File: src/design/pfa_pkg.sv
// ----------------------------------------------------------------------------
// Page frame allocator package
// Field widths, limits and operation codes shared by the allocator.
// ----------------------------------------------------------------------------
`default_nettype none

package pfa_pkg;

  localparam int unsigned PAGE_SIZE_W = 16;
  localparam int unsigned OWNER_W     = 8;
  localparam int unsigned REQ_W       = 16;
  localparam int unsigned PIDX_W      = 4;
  localparam int unsigned FREED_W     = 5;

  // most pages one allocate word may be granted
  localparam int unsigned MAX_RESULTS = 16;
  localparam int unsigned NEED_W      = $clog2(MAX_RESULTS + 1);

  // quotient plus round-up carry
  localparam int unsigned QUOT_W      = REQ_W + 1;
  localparam int unsigned DIV_CNT_W   = $clog2(REQ_W);

  localparam logic [PAGE_SIZE_W-1:0] PAGE_SIZE_RST = 16'd20;

  localparam int unsigned IN_DATA_W   = 24;
  localparam int unsigned OUT_DATA_W  = 16;
  localparam int unsigned OUT_USER_W  = 2;

  typedef enum logic {
    OP_ALLOC = 1'b0,
    OP_FREE  = 1'b1
  } opcode_e;

  typedef enum logic {
    ST_OK   = 1'b0,
    ST_FAIL = 1'b1
  } status_e;

endpackage

`default_nettype wire

File: src/design/page_frame_allocator.sv
// ----------------------------------------------------------------------------
// Page frame allocator
// First-fit allocator over a table of page frames, each free or owned by an
// 8-bit owner; allocate and free-by-owner commands, one result word per grant.
// ----------------------------------------------------------------------------
// Usage:
//   s_axis: one command word. tuser = opcode (0 allocate, 1 free by owner),
//   tdata = owner_id, request_size. m_axis: result words, tlast on the final
//   one of each command. cfg_we_i/cfg_wdata_i write page_size (0 acts as 1).
//   Allocate: a 16-step restoring divider works out ceil(size/page_size),
//   then a scan over the frames grants the lowest free ones, one word per
//   page; the scan runs longest when the free frames sit high in the table.
//   A failed request gives one word with status 1 and changes nothing.
//   Free: the owner table is read one frame a cycle through a registered
//   read port, then one word with the freed count is sent.
//   One command at a time: s_axis_tready is high only between commands.
//   A stalled m_axis holds the result register; the grant scan waits on it.
//   Reset marks every frame free and sets page_size to 20; the owner table
//   needs no clearing since it is read only for frames marked used.
// ----------------------------------------------------------------------------
`default_nettype none

module page_frame_allocator #(
  parameter int unsigned NUM_PAGES = 16
) (
  input  wire logic                                 clk_i,
  input  wire logic                                 rst_ni,
  // configuration: page_size
  input  wire logic                                 cfg_we_i,
  input  wire logic [pfa_pkg::PAGE_SIZE_W-1:0]      cfg_wdata_i,
  // command stream
  input  wire logic                                 s_axis_tvalid,
  output      logic                                 s_axis_tready,
  // [7:0] owner_id, [23:8] request_size
  input  wire logic [pfa_pkg::IN_DATA_W-1:0]        s_axis_tdata,
  // [0] opcode
  input  wire logic                                 s_axis_tuser,
  // result stream
  output      logic                                 m_axis_tvalid,
  input  wire logic                                 m_axis_tready,
  // [3:0] page_index, [8:4] freed_count, [15:9] zero
  output      logic [pfa_pkg::OUT_DATA_W-1:0]       m_axis_tdata,
  // [0] status, [1] page_valid
  output      logic [pfa_pkg::OUT_USER_W-1:0]       m_axis_tuser,
  output      logic                                 m_axis_tlast
);

  localparam int unsigned IW = (NUM_PAGES > 1) ? $clog2(NUM_PAGES) : 1;
  localparam int unsigned CW = $clog2(NUM_PAGES + 1);
  localparam int unsigned PW = (IW > pfa_pkg::PIDX_W) ? IW : pfa_pkg::PIDX_W;
  localparam int unsigned FW = (CW > pfa_pkg::FREED_W) ? CW : pfa_pkg::FREED_W;

  typedef enum logic [2:0] {
    S_IDLE,
    S_DIV,
    S_CHECK,
    S_GRANT,
    S_FAIL,
    S_FREE_SCAN,
    S_FREE_OUT
  } state_e;

  state_e                               state_q;
  logic [pfa_pkg::PAGE_SIZE_W-1:0]      page_size_q;
  logic [pfa_pkg::PAGE_SIZE_W-1:0]      divisor_q;
  logic [pfa_pkg::REQ_W-1:0]            dvd_q;     // dividend, becomes quotient
  logic [pfa_pkg::PAGE_SIZE_W-1:0]      rem_q;
  logic [pfa_pkg::DIV_CNT_W-1:0]        div_cnt_q;
  logic [pfa_pkg::OWNER_W-1:0]          owner_q;
  logic [pfa_pkg::NEED_W-1:0]           need_q;
  logic [pfa_pkg::NEED_W-1:0]           grant_cnt_q;
  logic [CW-1:0]                        idx_q;
  logic [CW-1:0]                        free_cnt_q;
  logic [CW-1:0]                        freed_q;
  logic [NUM_PAGES-1:0]                 frame_used_q;

  // owner table and its registered read port
  logic [pfa_pkg::OWNER_W-1:0]          owner_mem [NUM_PAGES];
  logic [pfa_pkg::OWNER_W-1:0]          owner_rd_q;
  logic [IW-1:0]                        chk_idx_q;
  logic                                 chk_vld_q;

  // result register
  logic                                 out_valid_q;
  logic                                 out_status_q;
  logic [pfa_pkg::PIDX_W-1:0]           out_pidx_q;
  logic                                 out_pval_q;
  logic [pfa_pkg::FREED_W-1:0]          out_freed_q;
  logic                                 out_last_q;

  logic                                 in_fire;
  logic                                 out_free;
  logic [IW-1:0]                        idx;
  logic                                 idx_used;
  logic                                 grant_fire;
  logic                                 idx_in_range;
  logic [pfa_pkg::PAGE_SIZE_W+1:0]      trial;
  logic [pfa_pkg::QUOT_W-1:0]           need_raw;
  logic [pfa_pkg::QUOT_W-1:0]           need;
  logic                                 alloc_fail;
  logic [PW-1:0]                        idx_ext;
  logic [FW-1:0]                        freed_ext;

  assign s_axis_tready = (state_q == S_IDLE);
  assign in_fire       = s_axis_tvalid && s_axis_tready;
  assign out_free      = !out_valid_q || m_axis_tready;

  assign idx          = idx_q[IW-1:0];
  assign idx_in_range = (idx_q < CW'(NUM_PAGES));
  assign idx_used     = frame_used_q[idx];
  assign grant_fire   = (state_q == S_GRANT) && !idx_used && out_free;

  // single subtractor: one restoring-division step per cycle
  assign trial = {1'b0, rem_q, dvd_q[pfa_pkg::REQ_W-1]} - {2'b00, divisor_q};

  // round up, and never fewer than one page
  assign need_raw   = {1'b0, dvd_q} + pfa_pkg::QUOT_W'(rem_q != '0);
  assign need       = (need_raw == '0) ? pfa_pkg::QUOT_W'(1) : need_raw;
  assign alloc_fail = (need > pfa_pkg::QUOT_W'(pfa_pkg::MAX_RESULTS)) ||
                      (need > pfa_pkg::QUOT_W'(free_cnt_q));

  assign idx_ext   = PW'(idx);
  assign freed_ext = FW'(freed_q);

  always_ff @(posedge clk_i or negedge rst_ni) begin
    if (!rst_ni) begin
      state_q      <= S_IDLE;
      page_size_q  <= pfa_pkg::PAGE_SIZE_RST;
      frame_used_q <= '0;
      free_cnt_q   <= CW'(NUM_PAGES);
      out_valid_q  <= 1'b0;
      chk_vld_q    <= 1'b0;
      idx_q        <= '0;
      grant_cnt_q  <= '0;
      freed_q      <= '0;
      div_cnt_q    <= '0;
    end else begin
      if (cfg_we_i) begin
        page_size_q <= cfg_wdata_i;
      end
      if (m_axis_tready) begin
        out_valid_q <= 1'b0;
      end
      chk_vld_q <= 1'b0;

      case (state_q)
        S_IDLE: begin
          if (in_fire) begin
            owner_q     <= s_axis_tdata[pfa_pkg::OWNER_W-1:0];
            idx_q       <= '0;
            freed_q     <= '0;
            grant_cnt_q <= '0;
            if (pfa_pkg::opcode_e'(s_axis_tuser) == pfa_pkg::OP_FREE) begin
              state_q <= S_FREE_SCAN;
            end else begin
              dvd_q     <= s_axis_tdata[pfa_pkg::OWNER_W +: pfa_pkg::REQ_W];
              rem_q     <= '0;
              divisor_q <= (page_size_q == '0) ? pfa_pkg::PAGE_SIZE_W'(1)
                                               : page_size_q;
              div_cnt_q <= '1;
              state_q   <= S_DIV;
            end
          end
        end

        S_DIV: begin
          if (trial[pfa_pkg::PAGE_SIZE_W+1]) begin
            rem_q <= {rem_q[pfa_pkg::PAGE_SIZE_W-2:0], dvd_q[pfa_pkg::REQ_W-1]};
            dvd_q <= {dvd_q[pfa_pkg::REQ_W-2:0], 1'b0};
          end else begin
            rem_q <= trial[pfa_pkg::PAGE_SIZE_W-1:0];
            dvd_q <= {dvd_q[pfa_pkg::REQ_W-2:0], 1'b1};
          end
          div_cnt_q <= div_cnt_q - 1'b1;
          if (div_cnt_q == '0) begin
            state_q <= S_CHECK;
          end
        end

        S_CHECK: begin
          need_q <= need[pfa_pkg::NEED_W-1:0];
          if (alloc_fail) begin
            state_q <= S_FAIL;
          end else begin
            state_q <= S_GRANT;
          end
        end

        S_GRANT: begin
          // a grant is only issued once the result register can take it
          if (idx_used) begin
            idx_q <= idx_q + 1'b1;
          end else if (out_free) begin
            frame_used_q[idx] <= 1'b1;
            free_cnt_q        <= free_cnt_q - 1'b1;
            idx_q             <= idx_q + 1'b1;
            grant_cnt_q       <= grant_cnt_q + 1'b1;
            out_valid_q       <= 1'b1;
            out_status_q      <= pfa_pkg::ST_OK;
            out_pidx_q        <= idx_ext[pfa_pkg::PIDX_W-1:0];
            out_pval_q        <= 1'b1;
            out_freed_q       <= '0;
            out_last_q        <= (grant_cnt_q + 1'b1 == need_q);
            if (grant_cnt_q + 1'b1 == need_q) begin
              state_q <= S_IDLE;
            end
          end
        end

        S_FAIL: begin
          if (out_free) begin
            out_valid_q  <= 1'b1;
            out_status_q <= pfa_pkg::ST_FAIL;
            out_pidx_q   <= '0;
            out_pval_q   <= 1'b0;
            out_freed_q  <= '0;
            out_last_q   <= 1'b1;
            state_q      <= S_IDLE;
          end
        end

        S_FREE_SCAN: begin
          // read issued at idx_q, compared in the following cycle at chk_idx_q
          if (idx_in_range) begin
            chk_idx_q <= idx;
            chk_vld_q <= 1'b1;
            idx_q     <= idx_q + 1'b1;
          end
          if (chk_vld_q && frame_used_q[chk_idx_q] && (owner_rd_q == owner_q)) begin
            frame_used_q[chk_idx_q] <= 1'b0;
            free_cnt_q              <= free_cnt_q + 1'b1;
            freed_q                 <= freed_q + 1'b1;
          end
          if (!idx_in_range && !chk_vld_q) begin
            state_q <= S_FREE_OUT;
          end
        end

        S_FREE_OUT: begin
          if (out_free) begin
            out_valid_q  <= 1'b1;
            out_status_q <= pfa_pkg::ST_OK;
            out_pidx_q   <= '0;
            out_pval_q   <= 1'b0;
            out_freed_q  <= freed_ext[pfa_pkg::FREED_W-1:0];
            out_last_q   <= 1'b1;
            state_q      <= S_IDLE;
          end
        end

        default: begin
          state_q <= S_IDLE;
        end
      endcase
    end
  end

  // owner table: written on a grant, read once a cycle during a free scan
  always_ff @(posedge clk_i) begin
    if (grant_fire) begin
      owner_mem[idx] <= owner_q;
    end
    if (idx_in_range) begin
      owner_rd_q <= owner_mem[idx];
    end
  end

  assign m_axis_tvalid = out_valid_q;
  assign m_axis_tlast  = out_last_q;
  assign m_axis_tuser  = {out_pval_q, out_status_q};
  assign m_axis_tdata  = {{(pfa_pkg::OUT_DATA_W - pfa_pkg::PIDX_W - pfa_pkg::FREED_W){1'b0}},
                          out_freed_q, out_pidx_q};

  // free count tracks the used bits
  assert property (@(posedge clk_i) disable iff (!rst_ni)
    free_cnt_q == CW'(NUM_PAGES) - CW'($countones(frame_used_q)))
    else $error("free count out of step with used bits");

  // grant scan never overruns the page count it checked for
  assert property (@(posedge clk_i) disable iff (!rst_ni)
    (state_q == S_GRANT) |-> (grant_cnt_q < need_q) && idx_in_range)
    else $error("grant scan overran");

  // a failure word carries no page and closes the command
  assert property (@(posedge clk_i) disable iff (!rst_ni)
    (out_valid_q && out_status_q == pfa_pkg::ST_FAIL) |-> (!out_pval_q && out_last_q))
    else $error("bad failure word");

  // one command at a time
  assert property (@(posedge clk_i) disable iff (!rst_ni)
    in_fire |=> !s_axis_tready)
    else $error("command taken while busy");

endmodule

`default_nettype wire

File: config.mk
export PLATFORM = sky130hd
export DESIGN_NAME = page_frame_allocator
export DESIGN_NICKNAME = d
export VERILOG_FILES = /design/src/design/pfa_pkg.sv /design/src/design/page_frame_allocator.sv
export SDC_FILE = /design/constraint.sdc
export NUM_CORES = 1
export LEC_CHECK = 0
export ABC_CLOCK_PERIOD_IN_PS = 6600
export BUFFER_PORTS_ARGS = -buffer_cell sky130_fd_sc_hd__buf_2
export CAP_MARGIN = 20
export CORE_ASPECT_RATIO = 2
export CORE_MARGIN = 2
export CORE_UTILIZATION = 35
export DETAILED_ROUTE_END_ITERATION = 8
export PLACE_DENSITY = 0.52
export SETUP_SLACK_MARGIN = 0.15
export SYNTH_ARGS = -nofsm -noshare
export SYNTH_HDL_FRONTEND = slang
export SYNTH_SLANG_ARGS = --single-unit
File: constraint.sdc
create_clock -name clk_i -period 6.6 [get_ports clk_i]
set_input_delay 0.99 -clock clk_i [delete_from_list [all_inputs] [get_ports clk_i]]
set_output_delay 0.99 -clock clk_i [all_outputs]
set_load 0.005 [all_outputs]
=== Word-level counts from Yosys, hierarchy flattened ===
Memory sizes are Yosys's and may differ from the RTL's. A register that Yosys moved wholly into a read port is not among the register bits.
Cells that the tools add are included.

* Register bits after elaboration: 138
* RAM bits: 128
* Bits of input ports: 46
* Output and inout port bits: 21
* Word-level logic and storage cells: 177
* Memories: 1

* Add/subtract/negate cells: 8
* Order comparisons: 7
* Equal/unequal tests: 21
* Muxes and demuxes: 74
* Bitwise logic cells: 4
* Reductions and logical operators: 41

{| class="wikitable"
|+ Memories
! name !! depth !! bits a word !! read ports !! clocked after Yosys merged registers in !! write ports !! RTL line !! RTL
|-
| owner_mem || 16 || 8 || 1 || 1 || 1 || page_frame_allocator.sv:78 || <nowiki>logic [pfa_pkg::OWNER_W-1:0] owner_mem [NUM_PAGES];</nowiki>
|}

{| class="wikitable"
|+ Operators with widths
! cell !! number
|-
| $mux 16 || 8
|-
| $pmux 16 s2 || 3
|-
| $mux 5 || 13
|-
| $pmux 5 s2 || 3
|-
| $pmux 5 s3 || 2
|-
| $reduce_and 4->1 || 7
|-
| $mux 3 || 9
|-
| $add 5x1->5 const B || 4
|-
| $mux 4 || 5
|-
| $mux 1 || 19
|-
| $ne 2x2->1 const B || 9
|-
| $pmux 3 s6 || 1
|-
| $sub 17x16->18 || 1
|-
| $add 16x1->17 || 1
|-
| $gt 17x5->1 || 1
|-
| $gt 17x5->1 const B || 1
|-
| $logic_not 17->1 || 1
|-
| $mux 17 || 1
|-
| $and 16x16->16 || 1
|-
| $logic_not 16->1 || 1
|-
| $not 16->16 || 1
|-
| $or 16x16->16 || 1
|-
| $pmux 4 s2 || 2
|-
| $reduce_bool 16->1 || 1
|-
| 29 further kinds || 59
|}

=== Depth between registers and ports, before layout ===
Gate-level depths: netlist of run 1.

* Depth after elaboration: 8
* Depth in mapped cells: 18
* Gate-level depth less buffers: 18

=== Least setup slack after synthesis of run 1 ===
No wires, ideal clock.

* Path kind: flip-flop to flip-flop
* Start: register rem_q[0] (netlist name)
* End: register state_q[2]
* Library setup time: 101 ps
* Data arrival time: 3429 ps
* Setup slack: 3070 ps
* Stages on the path, launching flop included: 18
* Buffers on the path: 0
* Period minus slack after synthesis: 3530 ps
* Cells stage by stage: edfxtp_1 nor4_1 nand4_1 ha_1 ha_1 nand4_1 nor4_1 mux2_2 nor4_1 a31oi_1 ha_1 nor2b_1 o21ai_0 nand2b_1 a221o_1 a21oi_1 and3_1 o311ai_2

* Longest elaborated chain between the ends: 8

{| class="wikitable"
|+ Ends and longest elaborated chain
! element !! RTL line !! RTL
|-
| from (decl) || page_frame_allocator.sv:67 || <nowiki>logic [pfa_pkg::PAGE_SIZE_W-1:0] rem_q;</nowiki>
|-
| from (signal assigned) || page_frame_allocator.sv:168 || <nowiki>rem_q <= {rem_q[pfa_pkg::PAGE_SIZE_W-2:0], dvd_q[pfa_pkg::REQ_W-1]};</nowiki>
|-
| from (signal assigned) || page_frame_allocator.sv:171 || <nowiki>rem_q <= trial[pfa_pkg::PAGE_SIZE_W-1:0];</nowiki>
|-
| $reduce_bool 16->1 (*) || page_frame_allocator.sv:117 || <nowiki>assign need_raw = {1'b0, dvd_q} + pfa_pkg::QUOT_W'(rem_q != '0);</nowiki>
|-
| $add 16x1->17 (*) || page_frame_allocator.sv:117 ||
|-
| $logic_not 17->1 || page_frame_allocator.sv:118 || <nowiki>assign need = (need_raw == '0) ? pfa_pkg::QUOT_W'(1) : need_raw;</nowiki>
|-
| $mux 17 (*) || page_frame_allocator.sv:118 ||
|-
| $gt 17x5->1 (on tied branches) || page_frame_allocator.sv:119, page_frame_allocator.sv:120 ||
|-
| $logic_or 1x1->1 (*) || page_frame_allocator.sv:119 || <nowiki>assign alloc_fail = (need > pfa_pkg::QUOT_W'(pfa_pkg::MAX_RESULTS)) ||</nowiki>
|-
| $mux 3 (*) || page_frame_allocator.sv:182 || <nowiki>if (alloc_fail) begin</nowiki>
|-
| $pmux 3 s6 (*) || page_frame_allocator.sv:146 || <nowiki>case (state_q)</nowiki>
|-
| to (signal assigned) || page_frame_allocator.sv:127 || <nowiki>state_q <= S_IDLE;</nowiki>
|-
| to (signal assigned) || page_frame_allocator.sv:183 || <nowiki>state_q <= S_FAIL;</nowiki>
|-
| to (signal assigned) || page_frame_allocator.sv:185 || <nowiki>state_q <= S_GRANT;</nowiki>
|-
| to (decl) || page_frame_allocator.sv:63 || <nowiki>state_e state_q;</nowiki>
|}

Mark *: on every way between the ends. The rest lies on a longest branch, timed or not.
A chain may end at the register's enable or synchronous reset.

=== Final worst setup path of run 1 ===
* Start: register rem_q[10] (netlist name)
* End: register state_q[2]

The elaborated chain is that of the path after synthesis.

==> results.ini, run 1 <==
[detailed_routing]
post-route-drc-count = 0
wl_um = 29510
postRouteAntennaNets = 0
vias = 7396
vias_per_cell = 5.201
initialDrtViolationCount = 268
wire_per_inst_um = 20.75
first_pass_iters = 5

[logic_synthesis]
synthCells = 912
yosys.area.top_type = edfxtp_1
yosysWarnings = 0
yosysUniqueCellTypes = 63
synth_top_family_by_area = multiplexers
synth_fa_ha_area_share_pct = 3.558
synthTopCellsByCount = edfxtp_1 (213), nand2_1 (85), dfrtp_1 (58)
muxShareOfSynthArea_pct = 11.48
yosys.area_share.simple_pct = 10.33
ys_seq_area_share_pct = 62.27
synth_top_area_share_pct = 50.25
yosysMostFrequentCell = edfxtp_1
synth_seq_cells = 274
syn_area_um2 = 12730
synth_compound_area_share_pct = 6.065
synthTopCellsByArea = edfxtp_1 (50%), dfrtp_1 (11%), mux4_2 (8.1%)
synth-xor-area-share_pct = 2.890
ys.flop_type = edfxtp_1
avgSynthCellArea_um2 = 13.96
synth_edf_count = 213
async_reset_ff_share_pct = 22.26

[pwr]
ir_drop_uv = 229.9
powerDensity_nw_per_um2 = 349.9
leakagePower_nw = 5.321

[critical_path]
critPathKind = register to register
critPathMaxFanout = 6
r2r-end = state_q[2]
ff2ff_path_depth = 17
cp-startpoint = rem_q[10]
critPathRequiredTime_ps = 7040
cp-end-kind = register
cp.arrival_ps = 4800
crit_end = state_q[2]
r2r_slack_ps = 2240
startpoint_type = register
r2r-start = rem_q[10]

[grt]
grt_use_total_pct = 15.49
grt_pass1_wl_um = 45200
grt_max_degree = 66
overflow = 0
grt_pass1_vias = 7827
antenna_found_initial = 0

[layout]
fill_cells = 3388
area_growth_pct = 11.54
num-nets-final = 1035
fin_util_pct = 39.65
design_area_um2 = 14200
drive_gt1_share_pct = 18.93
diodes = 0
finalNonFillerCells = 1422

[place]
gp_congestion = 0.7891
dp_hpwl_um = 21250
post_dp_cell_area_um2 = 13400
port_buffers = 59
dpl.cell_count = 1377

[sta]
finalHoldViolCount = 0
worst_slew_pin_slew_ps = 972.8
finalSetupTns_ps = 0
clock.fmax_ghz = 0.2293
maxSlewViolCount = 0
rsz0062_at_grt = false
skew_ps = 13.12
period_share_pct = 66.07
min_period_ps = 4360
slew_headroom_pct = 35.14
setup_viol = 0
whs_ps = 471.9

[clock_network]
ctsResizeCount = 0
hold_buffers = 0
cts_setup_buffers = 0
clkTransAtPathRegs_ps = 70
ctsLongestPathBuffers = 3
cts-buffers-inserted = 25
htree_levels = 1
clock-sinks = 274
clk_latency_ps = 540
root_buffer = clkbuf_16
cts_tree = built

[floorplanning]
die_h_um = 273.7
die_width_um = 138.8
die_area_um2 = 38000
ios = 67
core_um2 = 35800
rows = 98
start_util_pct = 35.55

[worst_hold_path]
hold_path.class = register to register

[outcome]
status = finished clean

[job]
drv_cap = 0

[per-layer routing]
layer	track usage (%)	part of all wire (%)
met3	1.575	2.6
met5	0	0
met1	14.27	33
met2	33.69	61
met4	5.369	2.8
[cell families after synthesis]
group,count (synthesis)
DFF,274
adders and majority gates,35
and+or+nand+nor,263
buffers and inverters,98
xor gates and xnor gates,42
other,1
AOI/OAI and AO/OA,116
muxes,83
[report_power, final]
part           total, W  internal [W]  switching [W]
clock           0.00144      0.000803       0.000638
sequential      0.00227       0.00209       0.000188
combinational   0.00125      0.000564       0.000687
[per-stage QoR]
step,power (W),worst slack [ps]
5_1_grt,0.005243,1742
4_1_cts,0.005050,2076
3_3_place_gp,0.003580,2247
3_5_place_dp,0.003593,2107
2_1_floorplan,0.003213,3071
6_report,0.004967,2240
[state kept, by name, indices dropped and copies added (netlist names), 8 cells and up]
name          flops
owner_rd_q        8
rem_q            16
owner_q           8
frame_used_q     16
dvd_q            16
owner_mem       128
divisor_q        16
page_size_q      16
[cell usage in the layout, fill, tap and decap left out, types with 4 or more instances in the layout]
master / n
a21o_1: 25
a21oi_1: 18
a31oi_1: 8
and2_1: 21
and3_1: 10
buf_2: 59
buf_4: 9
clkbuf_1: 6
clkbuf_16: 26
clkinvlp_4: 4
conb_1: 7
dfrtp_1: 57
edfxtp_1: 213
ha_1: 33
inv_1: 39
mux2_2: 18
mux2i_1: 17
mux4_2: 46
nand2_1: 85
nand2b_1: 10
nand3_1: 14
nand3b_1: 5
nand4_1: 8
nor2_1: 48
nor2b_1: 9
nor3_1: 18
nor4_1: 15
o21a_1: 9
o21ai_0: 31
xnor2_1: 24
xor2_1: 18
[how the worst min path moves through the flow]
stage,from,end,slack [ps],depth (start not counted)
final,page_size_q[11],divisor_q[11],470,0
after global routing,page_size_q[5],divisor_q[5],480,0
after CTS,page_size_q[5],divisor_q[5],470,0
after detailed placement,page_size_q[5],divisor_q[5],460,0
after global placement,page_size_q[11],divisor_q[11],450,0
after floorplan,idx_q[2],chk_idx_q[2],420,0
[layout make-up]
type,instances,area (um^2),share of cell area (%)
clock buffers,32,673.1,4.741
clock inverters,13,128.9,0.9077
inverters,39,146.4,1.031
multi-input cells,546,4395,30.96
flip-flops and latches,274,7928,55.84
well taps,450,563.0,3.966
repair buffers,68,362.8,2.556
[critical path, stage by stage, from the launching register on]
cell	delay, ps
edfxtp_1	410
nor4_1	510
nand4_1	250
ha_1	310
ha_1	280
nand4_1	220
nor4_1	100
mux2_2	270
nor4_1	560
a31oi_1	210
ha_1	220
nor2b_1	90
o21ai_0	70
nand2b_1	80
a221o_1	140
a21oi_1	90
and3_1	200
o311ai_2	230
Note: power is estimated with default switching activity, not from simulation.
==> run 2, diff against run 1 <==
ABC_CLOCK_PERIOD_IN_PS = 4000   (was 6600)
PLACE_DENSITY = 0.53   (was 0.52)
clock period = 4 ns   (was 6.6 ns; I/O delays follow)
==> results.ini, run 2 (synthesized netlist as in run 1, its figures left out) <==
[outcome]
status = finished clean

[place]
gp_congestion = 0.8082  ; +2.4%
port_buffers = 59  ; unchanged
dp_hpwl_um = 21210  ; -0.16%
dpl.cell_count = 1386  ; +0.65%
dp_slack_ps = -23.89  ; -2131 ps

[pwr]
ir_drop_uv = 386.1  ; +68%
powerDensity_nw_per_um2 = 574.0  ; +64%
pwr-share-seq_pct = 45.2  ; -0.6 points
clockPowerShare_pct = 29.3  ; +0.3 points
internal_power_w = 0.005748  ; +66%
sw_frac_of_total_pct = 30.60  ; +0.13 points
p_switching_w = 0.002535  ; +67%
combPwrFrac_pct = 25.6  ; +0.4 points
leakagePower_nw = 5.434  ; +2.1%

[job]
drv_cap = 0  ; unchanged

[sta]
slew_headroom_pct = 40.43  ; +5.3 points
whs_ps = 215.9  ; -255.9 ps
rsz0062_at_grt = true
skew_ps = 12.62  ; -0.4955 ps
finalHoldViolCount = 0  ; unchanged
setup_ws_ps = 256.0  ; -1984 ps
min_period_ps = 3744  ; -616.4 ps
clock.fmax_ghz = 0.2671  ; +16%
finalSetupTns_ps = 0  ; unchanged
setup_viol = 0  ; unchanged
maxSlewViolCount = 0  ; unchanged
worst_slew_pin_slew_ps = 871.0  ; -101.8 ps
period_share_pct = 93.60  ; +28 points

[floorplanning]
ios = 67  ; unchanged
core_um2 = 35800  ; unchanged
die_area_um2 = 38000  ; unchanged
rows = 98  ; unchanged
die_width_um = 138.8  ; unchanged
start_util_pct = 35.55  ; unchanged
die_h_um = 273.7  ; unchanged

[detailed_routing]
postRouteAntennaNets = 0  ; unchanged
wl_um = 29900  ; +1.3%
wire_per_inst_um = 20.76  ; about the same
initialDrtViolationCount = 334  ; +25%
vias_per_cell = 5.208  ; +0.14%
first_pass_iters = 4  ; -1
vias = 7500  ; +1.4%
post-route-drc-count = 0  ; unchanged

[layout]
diodes = 0  ; unchanged
largest_reg_flops = 128  ; unchanged
finalNonFillerCells = 1440  ; +1.3%
mostFrequentLayoutCells = edfxtp_1 (213), nand2_1 (85), buf_2 (59)
num-nets-final = 1051  ; +1.5%
drive_gt1_share_pct = 21.92  ; +3.0 points
regMostFlops = owner_mem
layout_commonest_cell = edfxtp_1
area_growth_pct = 13.36

[critical_path]
path_common_cell = buf_4
path_buf_inv = 3  ; +3
cp-end-kind = register
r2r_slack_ps = 260  ; -1980 ps
cp.depth = 20  ; +3
cp.arrival_ps = 4170  ; -630 ps
crit_end = state_q[1]
r2r-end = state_q[1]
startpoint_type = register
crit_path_max_incr_delay_ps = 390  ; -170 ps
cp-startpoint = rem_q[9]
critPathMaxFanout = 5  ; -1
slowest_stage = edfxtp_1
critPathRequiredTime_ps = 4430  ; -2610 ps
crit_chain = nor4_2 > buf_4 > nand4_1 > ha_2 > ha_4 > nand4_1 > buf_4 > nor4_2 > mux2_4 > nor4_4 > a31oi_2 > ha_2 > nor2b_1 > o21ai_1 > nand2b_1 > a221o_1 > a21oi_2 > buf_4 > a31oi_1 > o22ai_1
critPathKind = register to register
r2r-start = rem_q[9]
ff2ff_path_depth = 20  ; +3
worst_path_dominant_cell_family = simple AND/OR/NAND/NOR gates

[worst_hold_path]
hold_path.class = primary input to register
min_from = s_axis_tdata[2]

[grt]
overflow = 0  ; unchanged
grt_pass1_vias = 7916  ; +1.1%
antenna_found_initial = 0  ; unchanged
grt_pass1_wl_um = 45310  ; +0.23%
grt_max_degree = 58  ; -12%
grt_use_total_pct = 15.59  ; +0.090 points

[clock_network]
ctsLongestPathBuffers = 3  ; unchanged
cts-buffers-inserted = 26  ; +4.0%
root_buffer = clkbuf_16
clkTransAtPathRegs_ps = 70  ; about the same
cts_tree = built
clock-sinks = 274  ; unchanged
clk_latency_ps = 560  ; +20 ps
htree_levels = 1  ; unchanged

run 2: cell types whose count changed in the layout (fill, tap and decap cells not counted), sizes merged, moves of 2 or more:
| cell | change |
|---|---|
| clkinv | +2 |
| clkinvlp | -2 |
| bufinv | -2 |
| clkbuf | +6 |
| buf | +14 |
run 2: how the worst min path moves through the flow:
stage                     slack, ps  cells past startpoint           end
final                           220                      1    owner_q[2]
after global routing            200                      1    owner_q[6]
after CTS                       190                      1    owner_q[2]
after detailed placement        460                      0  divisor_q[3]
after global placement          460                      0  divisor_q[3]
after floorplan                 300                      0     chk_vld_q
run 2: power groups by stage:
stage | registers (W) | clock network (W) | logic (W)
after detailed placement | 0.00380 | 0 | 0.00212
final | 0.00374 | 0.00242 | 0.00212
after CTS | 0.00374 | 0.00248 | 0.00214
after global placement | 0.00379 | 0 | 0.00210
after global routing | 0.00378 | 0.00259 | 0.00236
after floorplan | 0.00364 | 0 | 0.00166
run 2: through the flow:
step	utilization (%)	total power, W	instance area [um^2]
after floorplan	-	0.005302	12750
after global placement	37.60	0.005894	13460
after detailed placement	37.60	0.005919	13460
after CTS	40.05	0.008366	14340
after global routing	40.30	0.008729	14430
final	40.30	0.008282	14430
run 2: area by class of cell:
type	instances	area, um^2
clock buffer	38	765.7
clock inverter	10	70.07
fill	3423	21380
inverter	39	146.4
multi-input combinational	546	4478
sequential	274	7928
tap	450	563.0
timing repair buffer	83	478.0
run 2: what timing repair did:
item | 4_1_cts | 5_1_grt
pin swaps | 1 | 10
hold buffers | 1 | 0
hold endpoints to repair | 6 | 0
buffers inserted | 0 | 5
setup endpoints to repair | 3 | 3
resized for setup | 5 | 13
run 2: per-layer routing:
metal	share of wire, %	routed length (um)	track usage, %
met1	35	10420	15.34
met2	58	17330	32.06
met3	2.5	754	1.505
met4	4.6	1389	6.991
met5	0	0	0
==> run 3, diff against run 2 <==
ABC_CLOCK_PERIOD_IN_PS = 3900   (was 4000)
GPL_TIMING_DRIVEN = 0   (was unset)
PLACE_DENSITY = 0.52   (was 0.53)
clock period = 3.9 ns   (was 4 ns; I/O delays follow)
==> results.ini, run 3 (synthesized netlist as in run 1, its figures left out) <==
[place]
port_buffers = 58  ; -1.7%
dp_slack_ps = -497.2  ; -473.3 ps
dp_hpwl_um = 22690  ; +7.0%
post_dp_cell_area_um2 = 13640  ; +1.3%
gp_congestion = 0.8038  ; -0.54%

[detailed_routing]
wire_per_inst_um = 20.89  ; +0.62%
vias = 7625  ; +1.7%
vias_per_cell = 5.124  ; -1.6%
wl_um = 31080  ; +4.0%
initialDrtViolationCount = 514  ; +54%
post-route-drc-count = 0  ; unchanged
first_pass_iters = 5  ; +1
postRouteAntennaNets = 0  ; unchanged

[floorplanning]
rows = 98  ; unchanged
die_area_um2 = 38000  ; unchanged
core_um2 = 35800  ; unchanged
die_width_um = 138.8  ; unchanged
die_h_um = 273.7  ; unchanged
start_util_pct = 35.55  ; unchanged
ios = 67  ; unchanged

[sta]
skew_ps = 14.59  ; +1.966 ps
setup_viol = 0  ; unchanged
clock.fmax_ghz = 0.2675  ; +0.15%
worst_slew_pin_slew_ps = 1089  ; +218.3 ps
rsz0062_at_grt = true
setup_ws_ps = 161.5  ; -94.47 ps
min_period_ps = 3739  ; -5.530 ps
slew_headroom_pct = 27.38  ; -13 points
period_share_pct = 95.86  ; +2.3 points
maxSlewViolCount = 0  ; unchanged
finalSetupTns_ps = 0  ; unchanged
finalHoldViolCount = 0  ; unchanged

[grt]
antenna_found_initial = 0  ; unchanged
overflow = 0  ; unchanged
grt_max_degree = 57  ; -1.7%
grt_use_total_pct = 16.37  ; +0.78 points
grt_pass1_wl_um = 47350  ; +4.5%
grt_pass1_vias = 8146  ; +2.9%

[layout]
mostFrequentLayoutCells = edfxtp_1 (213), nand2_1 (85), buf_2 (60)
largest_reg_flops = 128  ; unchanged
fin_util_pct = 41.03  ; +0.73 points
regMostFlops = owner_mem
num-nets-final = 1099  ; +4.6%
diodes = 0  ; unchanged
area_growth_pct = 15.41
layout_commonest_cell = edfxtp_1
design_area_um2 = 14690  ; +1.8%
drive_gt1_share_pct = 21.29  ; -0.63 points

[critical_path]
cp.arrival_ps = 4130  ; -40 ps
r2r_slack_ps = 160  ; -90 ps
r2r-start = rem_q[14]
cp-end-kind = register
ff2ff_path_depth = 18  ; -10%
critPathRequiredTime_ps = 4290  ; -140 ps
startpoint_type = register
r2r-end = state_q[2]
critPathMaxFanout = 4  ; -1
critPathKind = register to register

[clock_network]
root_buffer = clkbuf_16
ctsLongestPathBuffers = 3  ; unchanged
cts-buffers-inserted = 26  ; unchanged
clkTransAtPathRegs_ps = 70  ; about the same
cts_tree = built
clk_latency_ps = 560  ; about the same
htree_levels = 1  ; unchanged
clock-sinks = 274  ; unchanged

[pwr]
leakagePower_nw = 5.520  ; +1.6%
sw_frac_of_total_pct = 30.90  ; +0.30 points
ir_drop_uv = 355.7  ; -7.9%
internal_power_w = 0.006020  ; +4.7%
powerDensity_nw_per_um2 = 593.1  ; +3.3%
pwr-share-seq_pct = 43.3  ; -1.9 points
p_switching_w = 0.002692  ; +6.2%
power_w = 0.008712  ; +5.2%
clockPowerShare_pct = 29.3  ; about the same
combPwrFrac_pct = 27.5  ; +1.9 points

[worst_hold_path]
min_from = s_axis_tdata[2]
hold_path.class = primary input to register
whs_path_depth = 1  ; unchanged
whs_endpoint = owner_q[2]

[job]
drv_cap = 0  ; unchanged

[outcome]
status = finished clean

run 3: cell types whose count changed in the layout (fill, tap and decap cells not counted), moves of 2 or more:
cell | previous run | this run
and2_1 | 21 | 16
and2_2 | 0 | 5
buf_1 | 0 | 2
bufinv_16 | 0 | 3
clkbuf_1 | 5 | 50
clkbuf_8 | 7 | 0
clkinv_1 | 0 | 3
clkinv_2 | 6 | 4
run 3: area by class of cell:
type | count | area, um^2
repair buffers | 72 | 420.4
fillers | 3415 | 21110
plain buffers | 59 | 282.8
clock buffers | 33 | 676.9
clock inverters | 15 | 168.9
flip-flops and latches | 274 | 7926
inverters | 39 | 146.4
well taps | 450 | 563.0
multi-input cells | 546 | 4506
run 3: worst max-delay path, stage by stage, from the launching register on:
cell and delay (ps):
edfxtp_1 420, nor4_2 330, nand4_1 210, ha_2 260
ha_4 170, nand4_1 220, buf_4 170, nor4_2 50
mux2_4 220, nor4_4 40, a31oi_2 210, ha_2 200
nor2b_1 50, o21ai_1 120, nand2b_1 70, a221o_1 340
a21oi_2 190, and3_4 230, o311ai_4 80
run 3: repair_timing:
action                                  in CTS  in global routing
buffers inserted                             9                  3
hold buffers                                 1                  0
cloned                                       0                  0
pin swaps                                   11                 15
endpoints found under the setup margin       3                 28
hold endpoints to repair                     9                  0
gates resized for setup                     14                 12
run 3: layer usage:
layer	wire length [um]	GRT usage (%)	share of wire (%)	vias to the layer above
met5	0	0	0	-
li1	-	-	-	3594
met2	19270	35.68	62	116
met3	733	1.784	2.4	47
met4	978	6.061	3.1	0
met1	10110	14.75	33	3868
run 3: stage by stage:
step / hold WS (ps) / cells
after CTS: 181.3 / 1485
after global routing: 179.9 / 1488
after global placement: 432.6 / 1426
after floorplan: 289.4 / 918
after detailed placement: 441.8 / 1427
final: 200.4 / 1488
run 3: worst max path at each step:
stage	cells past startpoint	slack, ps	startpoint	to
after detailed placement	17	-500	rem_q[10]	state_q[2]
final	18	160	rem_q[14]	state_q[2]
after global routing	18	-30	rem_q[14]	state_q[2]
after CTS	9	170	idx_q[0]	owner_mem[10][4]
after global placement	17	-470	rem_q[10]	state_q[2]
after floorplan	17	370	rem_q[0]	state_q[2]
run 3: power by group through the flow:
stage | logic, W | clock network (W) | registers [W]
2_1_floorplan | 0.00170 | 0 | 0.00374
3_3_place_gp | 0.00233 | 0 | 0.00383
3_5_place_dp | 0.00236 | 0 | 0.00384
4_1_cts | 0.00242 | 0.00261 | 0.00378
5_1_grt | 0.00265 | 0.00271 | 0.00381
6_report | 0.00239 | 0.00255 | 0.00377
